<file path="src/hdl/lpd_pkg.sv">
// Shared types and constants for the length-prefixed deframer.
// No dependencies; imported by length_prefixed_deframer_unit.
package lpd_pkg;

  localparam int unsigned LenW        = 32;
  localparam int unsigned ByteW       = 8;
  localparam int unsigned HdrCntW     = 2;
  localparam int unsigned CfgAddrW    = 3;
  localparam int unsigned CfgDataW    = 32;
  localparam logic [LenW-1:0] MaxFrameLenRst = 32'd65536;

  typedef enum logic [1:0] {
    PH_HEADER  = 2'd0,
    PH_PAYLOAD = 2'd1,
    PH_ERROR   = 2'd2
  } phase_t;

  typedef enum logic [1:0] {
    ST_OK        = 2'd0,
    ST_OVERSIZE  = 2'd1,
    ST_MALFORMED = 2'd2
  } status_t;

  // register index 0: max_frame_len
  localparam logic REG_MAX_FRAME_LEN = 1'b0;

  typedef struct packed {
    logic [ByteW-1:0] payload_byte;
    logic             frame_last;
    status_t          status;
  } result_t;

endpackage

</file>
<file path="src/hdl/length_prefixed_deframer_unit.sv">
// Length-prefixed deframer: 4-byte big-endian length header, then payload bytes.
// Depends on lpd_pkg.
//
// Usage:
//   in_*  : raw byte stream, one byte per item (in_tdata[7:0] = data_byte).
//   out_* : one item per payload byte; out_tdata[7:0] = payload byte,
//           out_tlast marks the final byte of a frame, out_tuser[1:0] = status
//           (ok, oversize, malformed). Header bytes produce no item unless the length is rejected.
//   cfg_* : APB register port; max_frame_len at byte address 0.
// A declared length above max_frame_len or equal to zero latches an error;
// from then on every byte is answered with that status and a zero payload
// until reset.
// Throughput: one byte per cycle while in_tready is high, set by the
// header/payload counter update and the 32-bit length compare done in
// the accepting cycle. Each result is registered in the output stage.
// A two-entry output stage (result register plus skid register) lets the
// block take a byte while a result waits; in_tready drops only once both
// entries are full.
// Reset (rst_n low, synchronous) returns to header phase, clears any error,
// empties the output stage and sets max_frame_len to 65536.
module length_prefixed_deframer_unit
  import lpd_pkg::*;
(
  input  logic                clk,
  input  logic                rst_n,
  input  logic                in_tvalid,
  output logic                in_tready,
  input  logic [ByteW-1:0]    in_tdata,    // [7:0] data_byte
  output logic                out_tvalid,
  input  logic                out_tready,
  output logic [ByteW-1:0]    out_tdata,   // [7:0] payload_byte
  output logic                out_tlast,   // frame_last
  output logic [1:0]          out_tuser,   // [1:0] status
  input  logic                cfg_psel,
  input  logic                cfg_penable,
  input  logic                cfg_pwrite,
  input  logic [CfgAddrW-1:0] cfg_paddr,
  input  logic [CfgDataW-1:0] cfg_pwdata,
  output logic [CfgDataW-1:0] cfg_prdata,
  output logic                cfg_pready
);

  phase_t              phase_r, phase_nxt;
  logic [HdrCntW-1:0]  hdr_cnt_r, hdr_cnt_nxt;
  logic [LenW-1:0]     len_acc_r, len_acc_nxt;
  logic [LenW-1:0]     left_r, left_nxt;
  status_t             err_r, err_nxt;
  logic [LenW-1:0]     max_len_r;

  logic                in_fire;
  logic                res_vld;
  result_t             res;
  logic [LenW-1:0]     len_shift;

  logic                out_valid_r;
  result_t             out_data_r;
  logic                skid_valid_r;
  result_t             skid_data_r;
  logic                out_free;

  // configuration port
  assign cfg_pready = 1'b1;
  assign cfg_prdata = (cfg_paddr[2] == REG_MAX_FRAME_LEN) ? max_len_r : '0;

  always_ff @(posedge clk) begin
    if (!rst_n) begin
      max_len_r <= MaxFrameLenRst;
    end else if (cfg_psel && cfg_penable && cfg_pwrite && cfg_pready &&
                 cfg_paddr[2] == REG_MAX_FRAME_LEN) begin
      max_len_r <= cfg_pwdata;
    end
  end

  assign in_tready = !skid_valid_r;
  assign in_fire   = in_tvalid && in_tready;
  assign len_shift = {len_acc_r[LenW-ByteW-1:0], in_tdata};

  // next state
  always_comb begin
    phase_nxt   = phase_r;
    hdr_cnt_nxt = hdr_cnt_r;
    len_acc_nxt = len_acc_r;
    left_nxt    = left_r;
    err_nxt     = err_r;
    unique case (phase_r)
      PH_HEADER: begin
        len_acc_nxt = len_shift;
        hdr_cnt_nxt = hdr_cnt_r + 1'b1;
        if (hdr_cnt_r == '1) begin
          if (len_shift > max_len_r) begin
            phase_nxt = PH_ERROR;
            err_nxt   = ST_OVERSIZE;
          end else if (len_shift == '0) begin
            phase_nxt = PH_ERROR;
            err_nxt   = ST_MALFORMED;
          end else begin
            left_nxt    = len_shift;
            len_acc_nxt = '0;
            phase_nxt   = PH_PAYLOAD;
          end
        end
      end
      PH_PAYLOAD: begin
        if (left_r <= LenW'(1)) begin
          left_nxt    = '0;
          phase_nxt   = PH_HEADER;
          hdr_cnt_nxt = '0;
          len_acc_nxt = '0;
        end else begin
          left_nxt = left_r - 1'b1;
        end
      end
      default: begin
        phase_nxt = PH_ERROR;
      end
    endcase
  end

  // result for the current byte
  always_comb begin
    res_vld          = 1'b0;
    res.payload_byte = '0;
    res.frame_last   = 1'b0;
    res.status       = err_r;
    unique case (phase_r)
      PH_HEADER: begin
        if (hdr_cnt_r == '1 && (len_shift > max_len_r || len_shift == '0)) begin
          res_vld    = 1'b1;
          res.status = (len_shift > max_len_r) ? ST_OVERSIZE : ST_MALFORMED;
        end
      end
      PH_PAYLOAD: begin
        res_vld          = 1'b1;
        res.payload_byte = in_tdata;
        res.frame_last   = (left_r <= LenW'(1));
        res.status       = ST_OK;
      end
      default: begin
        res_vld = 1'b1;
      end
    endcase
  end

  always_ff @(posedge clk) begin
    if (!rst_n) begin
      phase_r   <= PH_HEADER;
      hdr_cnt_r <= '0;
      len_acc_r <= '0;
      left_r    <= '0;
      err_r     <= ST_OK;
    end else if (in_fire) begin
      phase_r   <= phase_nxt;
      hdr_cnt_r <= hdr_cnt_nxt;
      len_acc_r <= len_acc_nxt;
      left_r    <= left_nxt;
      err_r     <= err_nxt;
    end
  end

  // output register with skid entry
  assign out_free = !out_valid_r || out_tready;

  always_ff @(posedge clk) begin
    if (!rst_n) begin
      out_valid_r  <= 1'b0;
      skid_valid_r <= 1'b0;
    end else begin
      if (out_free) begin
        if (skid_valid_r) begin
          out_valid_r  <= 1'b1;
          skid_valid_r <= 1'b0;
        end else begin
          out_valid_r <= in_fire && res_vld;
        end
      end else if (in_fire && res_vld) begin
        skid_valid_r <= 1'b1;
      end
    end
  end

  always_ff @(posedge clk) begin
    if (out_free) begin
      out_data_r <= skid_valid_r ? skid_data_r : res;
    end else if (in_fire && res_vld) begin
      skid_data_r <= res;
    end
  end

  assign out_tvalid = out_valid_r;
  assign out_tdata  = out_data_r.payload_byte;
  assign out_tlast  = out_data_r.frame_last;
  assign out_tuser  = out_data_r.status;

  // error phase is terminal
  a_err_sticky: assert property (@(posedge clk) disable iff (!rst_n)
    phase_r == PH_ERROR |=> phase_r == PH_ERROR)
    else $error("left error phase");

  a_err_zero: assert property (@(posedge clk) disable iff (!rst_n)
    out_tvalid && out_tuser != ST_OK |-> out_tdata == '0 && !out_tlast)
    else $error("error item carries data");

  a_skid_order: assert property (@(posedge clk) disable iff (!rst_n)
    skid_valid_r |-> out_valid_r)
    else $error("skid entry without output entry");

  a_hdr_cnt: assert property (@(posedge clk) disable iff (!rst_n)
    phase_r != PH_HEADER |-> hdr_cnt_r == '0)
    else $error("header count outside header phase");

endmodule
</file>
<file path="config.mk">
export PLATFORM = sky130hd
export DESIGN_NAME = length_prefixed_deframer_unit
export DESIGN_NICKNAME = d
export VERILOG_FILES = /design/src/hdl/lpd_pkg.sv /design/src/hdl/length_prefixed_deframer_unit.sv
export SDC_FILE = /design/constraint.sdc
export NUM_CORES = 1
export LEC_CHECK = 0
export ABC_AREA = 1
export BUFFER_PORTS_ARGS = -buffer_cell sky130_fd_sc_hd__buf_4
export CORE_ASPECT_RATIO = 1.4
export CORE_MARGIN = 2
export CORE_UTILIZATION = 45
export DETAILED_ROUTE_END_ITERATION = 10
export PLACE_DENSITY = 0.65
export SYNTH_ARGS = -nofsm -noshare
export SYNTH_HDL_FRONTEND = slang
export SYNTH_SLANG_ARGS = --single-unit
</file>
<file path="constraint.sdc">
create_clock -name clk -period 3.25 [get_ports clk]
set_input_delay 0.4875 -clock clk [delete_from_list [all_inputs] [get_ports clk]]
set_output_delay 0.4875 -clock clk [all_outputs]
set_load 0.02 [all_outputs]
</file>
After elaboration in Yosys (flattened, before gate mapping)
Index checks and enable logic that the tools add are counted.
W data, S select, Z words.
{"block": "totals", "memories": 0, "latchBits": 0, "rom_bits": 0, "elab_cells": 74, "in_bits": 50, "out_inout_bits": 46, "register_bits": 118, "mem_bits_rw": 0}
{"block": "classes", "mul": 0, "div_mod_pow": 0, "n_addsub": 2, "n_reduce_logical": 20, "shifts": 0, "order_cmp": 2, "bitwise": 3, "n_mux": 27, "eq_ne": 6}
{"cell": "$mux W32", "n": 5}
{"cell": "$mux W24", "n": 4}
{"cell": "$pmux W32 S2", "n": 1}
{"cell": "$pmux W24 S2", "n": 1}
{"cell": "$gt A32 B32 Y1", "n": 1}
{"cell": "$le A32 B1 Y1 const B", "n": 1}
{"cell": "$logic_not A32 Y1", "n": 1}
{"cell": "$sub A32 B1 Y32 const B", "n": 1}
{"cell": "$mux W2", "n": 8}
{"cell": "$pmux W2 S2", "n": 3}
{"cell": "$mux W11", "n": 1}
{"cell": "$mux W9", "n": 1}
{"cell": "$ne A2 B2 Y1 const B", "n": 4}
{"cell": "$logic_and A1 B1 Y1", "n": 6}
{"cell": "$reduce_and A3 Y1", "n": 2}
{"cell": "$reduce_and A5 Y1", "n": 1}
{"cell": "$reduce_and A4 Y1", "n": 1}
{"cell": "$reduce_bool A2 Y1", "n": 2}
{"cell": "$mux W1", "n": 3}
{"cell": "$not A1 Y1", "n": 3}
{"cell": "$add A2 B1 Y2 const B", "n": 1}
{"cell": "$eq A2 B1 Y1 const B", "n": 1}
{"cell": "$eq A2 B2 Y1 const B", "n": 1}
{"cell": "$logic_not A1 Y1", "n": 2}
{"cell": "4 further kinds", "n": 5}

Logic depth before layout (Yosys ltp)
{"block": "logic_depth", "ltp_word": 7, "mapped_depth": 21, "mapped_depth_nobuf": 21}

Least setup slack after synthesis
No wires, ideal clock.
{"block": "synth_timing", "path_type": "input port to flip-flop", "startpoint": "input in_tdata[7]", "endpoint": "register skid_data_r[0] (netlist bit), enable pin", "setup_time_ns": 0.378, "path_slack_ns": 0.770, "arrival_ns": 2.102, "stages": 15, "path_cell_list": "ha_1 > nand2_1 > nor2_1 > nand2_1 > nand2_1 > nand2_1 > nand2_1 > nand2_1 > nand2_1 > nand2_1 > nand2_1 > nand2_1 > nand2_1 > nand2_1 > nor2_1"}
{"block": "synth_via", "elab_chain_cells": 7}
{"item": "start: declaration", "line": "length_prefixed_deframer_unit.sv:28", "text": "input logic [ByteW-1:0] in_tdata,"}
{"item": "$gt A32 B32 Y1 / $logic_not A32 Y1 (equally long branches)", "line": "length_prefixed_deframer_unit.sv:127", "text": "if (hdr_cnt_r == '1 && (len_shift > max_len_r || len_shift == '0)) begin"}
{"item": "$logic_or A1 B1 Y1 *", "line": "length_prefixed_deframer_unit.sv:127"}
{"item": "$logic_and A1 B1 Y1 *", "line": "length_prefixed_deframer_unit.sv:127"}
{"item": "$mux W1 *", "line": "length_prefixed_deframer_unit.sv:127"}
{"item": "$mux W1 *", "line": "length_prefixed_deframer_unit.sv:125", "text": "unique case (phase_r)"}
{"item": "$logic_and A1 B1 Y1 *", "line": "length_prefixed_deframer_unit.sv:184", "text": "end else if (in_fire && res_vld) begin"}
{"item": "$reduce_and A2 Y1 (no line) *"}
{"item": "end signal: assignment", "line": "length_prefixed_deframer_unit.sv:185", "text": "skid_data_r <= res;"}
{"item": "end: declaration", "line": "length_prefixed_deframer_unit.sv:58", "text": "result_t skid_data_r;"}
Every way passes the cells marked *; elsewhere a longest branch is shown, timed or not.
A chain may end at the register's enable or synchronous reset.

Worst setup path in the final report
{"block": "layout_timing", "startpoint": "register len_acc_r[15]", "endpoint": "register skid_data_r[0] (netlist bit), enable pin"}
{"block": "layout_via", "elab_chain_cells": 7}
{"item": "start: declaration", "line": "length_prefixed_deframer_unit.sv:45", "text": "logic [LenW-1:0] len_acc_r, len_acc_nxt;"}
{"item": "start signal: assignment", "line": "length_prefixed_deframer_unit.sv:154", "text": "len_acc_r <= len_acc_nxt;"}
{"item": "$gt A32 B32 Y1 / $logic_not A32 Y1 (equally long branches)", "line": "length_prefixed_deframer_unit.sv:127"}
{"item": "$logic_or A1 B1 Y1 *", "line": "length_prefixed_deframer_unit.sv:127"}
{"item": "$logic_and A1 B1 Y1 *", "line": "length_prefixed_deframer_unit.sv:127"}
{"item": "$mux W1 *", "line": "length_prefixed_deframer_unit.sv:127"}
{"item": "$mux W1 *", "line": "length_prefixed_deframer_unit.sv:125"}
{"item": "$logic_and A1 B1 Y1 *", "line": "length_prefixed_deframer_unit.sv:184"}
{"item": "$reduce_and A2 Y1 (no line) *"}
Marks and branches as above.

==> metrics.yaml <==
cp-end-kind: "flop"
cts_resized: 0
synth_cell_types: 40
multi_input_area_sq_um: 3410
layout_min_cycle_time_ns: 2.50
hpwl_microns: 11900
drt-wirelength-per-cell_microns: 14.2
regToRegSetupSlack_ns: 0.75
globalplace.congestion: 0.860
start_util: 0.456
synthFlopType: "dfxtp_1"
vias: 6178
synthToLayoutAreaGrowth_pct: 22.0
clock_latency_ns: 0.42
placed_cell_area_sq_um: 7370
yosys-top-cells-area: "dfxtp_1 29%, nand2_1 11%, edfxtp_1 10%"
hp-start: "cfg_pwdata[16]"
drive_gt1_frac: 0.162
synth_top_family_by_area: "simple AND/OR/NAND/NOR gates"
die_h_microns: 147
postCtsSetupBuffers: 0
cp_data_required_time_ns: 3.37
finalHoldViolCount: 0
tightest_slew_ns: 0.868
cts_tree: "built"
grt_overflow_total: 0
drv_slew: 0
max_slew_margin: 0.420
startpoint: "len_acc_r[15]"
worstSetupPathType: "flop to flop"
ys_warn_count: 0
yosys.area.top_type: "dfxtp_1"
ys_ff_latch: 118
io_buffer_count: 92
max_stage_delay_ns: 0.38
reg2reg_to: "skid_data_r[0]"
antenna_left: 0
path_cells: "ha_1, nand2_1, nor2_1, nand4_1, nor2_1, nand2_1, nand2_1, nand2_1, nand2_1, nand2_1, nand2_1, nand2_1, nor2_1, buf_4"
power_density_nw_per_um2: 547
power_leakage_nw: 3.68
path_common_cell: "nand2_1"
synth_mux_area_frac: 0
drv_cap: 0
drc: 0
antenna_found_initial: 0
hp-class: "primary input to flop"
htreeDepth: 4
yosysSeqAreaShare: 0.394
rows: 52
syn-cell-area_sq_um: 6560
fin_nets: 1077
drt_wl_total_microns: 17000
cts_root_buf: "clkbuf_16"
layout_commonest_cell: "nand2_1"
worstPathMaxFanout: 6
vias_per_cell: 5.17
grt_start_max_net_pins: 52
slowest_stage: "dfxtp_1"
outcome: "complete, no violations"
cts_hold_buffers: 0
setup_viol: 0
yosys.area_share.xor_xnor: 0.0294
syn_inst: 912
min_to: "max_len_r[16]"
path_clk_slew_ns: 0.06
syn-num-nets: 997
min_path_cells: 3
numCtsBuffers: 17
cp_data_arrival_time_ns: 2.62
synthAdderAreaFrac: 0.0668
finClkSkew_ns: 0.0124
cts_max_path_buffers: 2
fill_cells: 1437
yosys.area_share.simple: 0.269
num_antenna_cells: 0
reg2reg_from: "len_acc_r[15]"
worst-path-buf-inv: 1
synth_edf_count: 22
layout_common_cells: "186 x nand2_1, 109 x nor2_1, 104 x a21oi_1, 103 x buf_4, 96 x dfxtp_1"
yosysTopAreaCellShare: 0.293
cts_sinks: 118
drtIter0Drc: 302
dr.pass1.iters: 5
pin_count: 96
seqCellArea_sq_um: 2580
peakVddDrop_mv: 0.324
synth_compound_area_frac: 0.155
die-area_sq_um: 15600
fin_crit_sh: 0.768
fmax_mhz: 400
grt_pass1_wl_microns: 28400
r2r_cells: 14
finish.instance_area_sq_um: 8000
grtUsageTotal: 0.228
finalSetupTns_ns: 0
path_delay_family: "simple AND/OR/NAND/NOR gates"
core_sq_um: 14400
rsz0062_at_grt: "no"
grt_pass1_vias: 5829
avgSynthCellArea_sq_um: 7.19
die_width_microns: 106
critPathLaunchType: "flop"
ys_async_sr_fraction: 0
## Yosys cell counts (all sizes together), types with 2 or more instances
| cell | instances |
|---|---|
| a21oi | 105 |
| a31oi | 2 |
| buf | 16 |
| clkbuf | 26 |
| dfxtp | 96 |
| edfxtp | 22 |
| ha | 35 |
| inv | 97 |
| nand2 | 196 |
| nand3 | 65 |
| nand4 | 12 |
| nor2 | 116 |
| nor3 | 12 |
| nor4 | 2 |
| o211ai | 3 |
| o21ai | 60 |
| o22ai | 16 |
| o31ai | 3 |
| xnor2 | 4 |
| xor2 | 18 |
## per-stage QoR
step | util | hold slack (ns) | setup slack, ns | total power (W) | cells
6_report | 0.557 | 0.282 | 0.753 | 0.00438 | 1194
5_1_grt | 0.557 | 0.314 | 0.538 | 0.00456 | 1194
4_1_cts | 0.557 | 0.277 | 0.717 | 0.00440 | 1194
3_5_place_dp | 0.513 | 0.476 | 0.697 | 0.00240 | 1162
3_3_place_gp | 0.513 | 0.457 | 0.702 | 0.00239 | 1162
2_1_floorplan | - | 0.441 | 0.770 | 0.00218 | 912
## kinds of logic (layout without fill, tap and decap cells)
| group | count (synthesis) | in the layout |
|---|---|---|
| adder cells (fa/ha/maj) | 35 | 35 |
| other | 1 | 1 |
| AO/OA/AOI/OAI | 192 | 192 |
| XOR/XNOR | 22 | 22 |
| AND/OR/NAND/NOR | 404 | 404 |
| buffers and inverters | 140 | 233 |
| flip-flops | 118 | 118 |
## sequential cells by signal, summed over array words and instances (netlist names)
register / flops
left_r: 32
len_acc_r: 24
skid_valid_r: 1
skid_data_r: 11
phase_r: 2
out_tlast: 1
err_r: 2
out_tvalid: 1
hdr_cnt_r: 2
out_tdata: 8
out_tuser: 2
max_len_r: 32
## tightest hold or removal path, stage by stage
cell and delay [ns]:
buf_4 0.07, nand2_1 0.04, o211ai_1 0.06
## final cells by class
type | instances | area share
Timing Repair Buffer | 103 | 0.0966
Clock inverter | 15 | 0.0255
Multi-Input combinational cell | 654 | 0.427
Clock buffer | 17 | 0.0531
Sequential cell | 118 | 0.323
Inverter | 98 | 0.0460
Tap cell | 189 | 0.0295
## where the power goes
part           leakage [nW]  internal (W)  switching [W]  total (W)
Combinational          2.37      0.000299       0.000499   0.000798
Clock                 0.296       0.00129       0.000718    0.00200
Sequential             1.02       0.00153      0.0000394    0.00157
Total                  3.68       0.00312        0.00126    0.00438
## per-layer routing
layer,track usage,vias to the layer above,share of wire
met5,0,-,0
met4,0.0888,0,0.023
met3,0.0386,31,0.041
met2,0.389,162,0.50
met1,0.286,2814,0.43
li1,-,3171,-
## how the worst max path moves through the flow
stage / to / slack (ns) / cells past startpoint
6_report: skid_data_r[0] / 0.75 / 14
5_1_grt: left_r[14] / 0.54 / 14
3_5_place_dp: skid_data_r[0] / 0.70 / 17
2_1_floorplan: skid_data_r[0] / 0.77 / 15
3_3_place_gp: skid_data_r[0] / 0.70 / 17
4_1_cts: skid_data_r[0] / 0.72 / 14
Note: power is estimated with default switching activity, not from simulation.
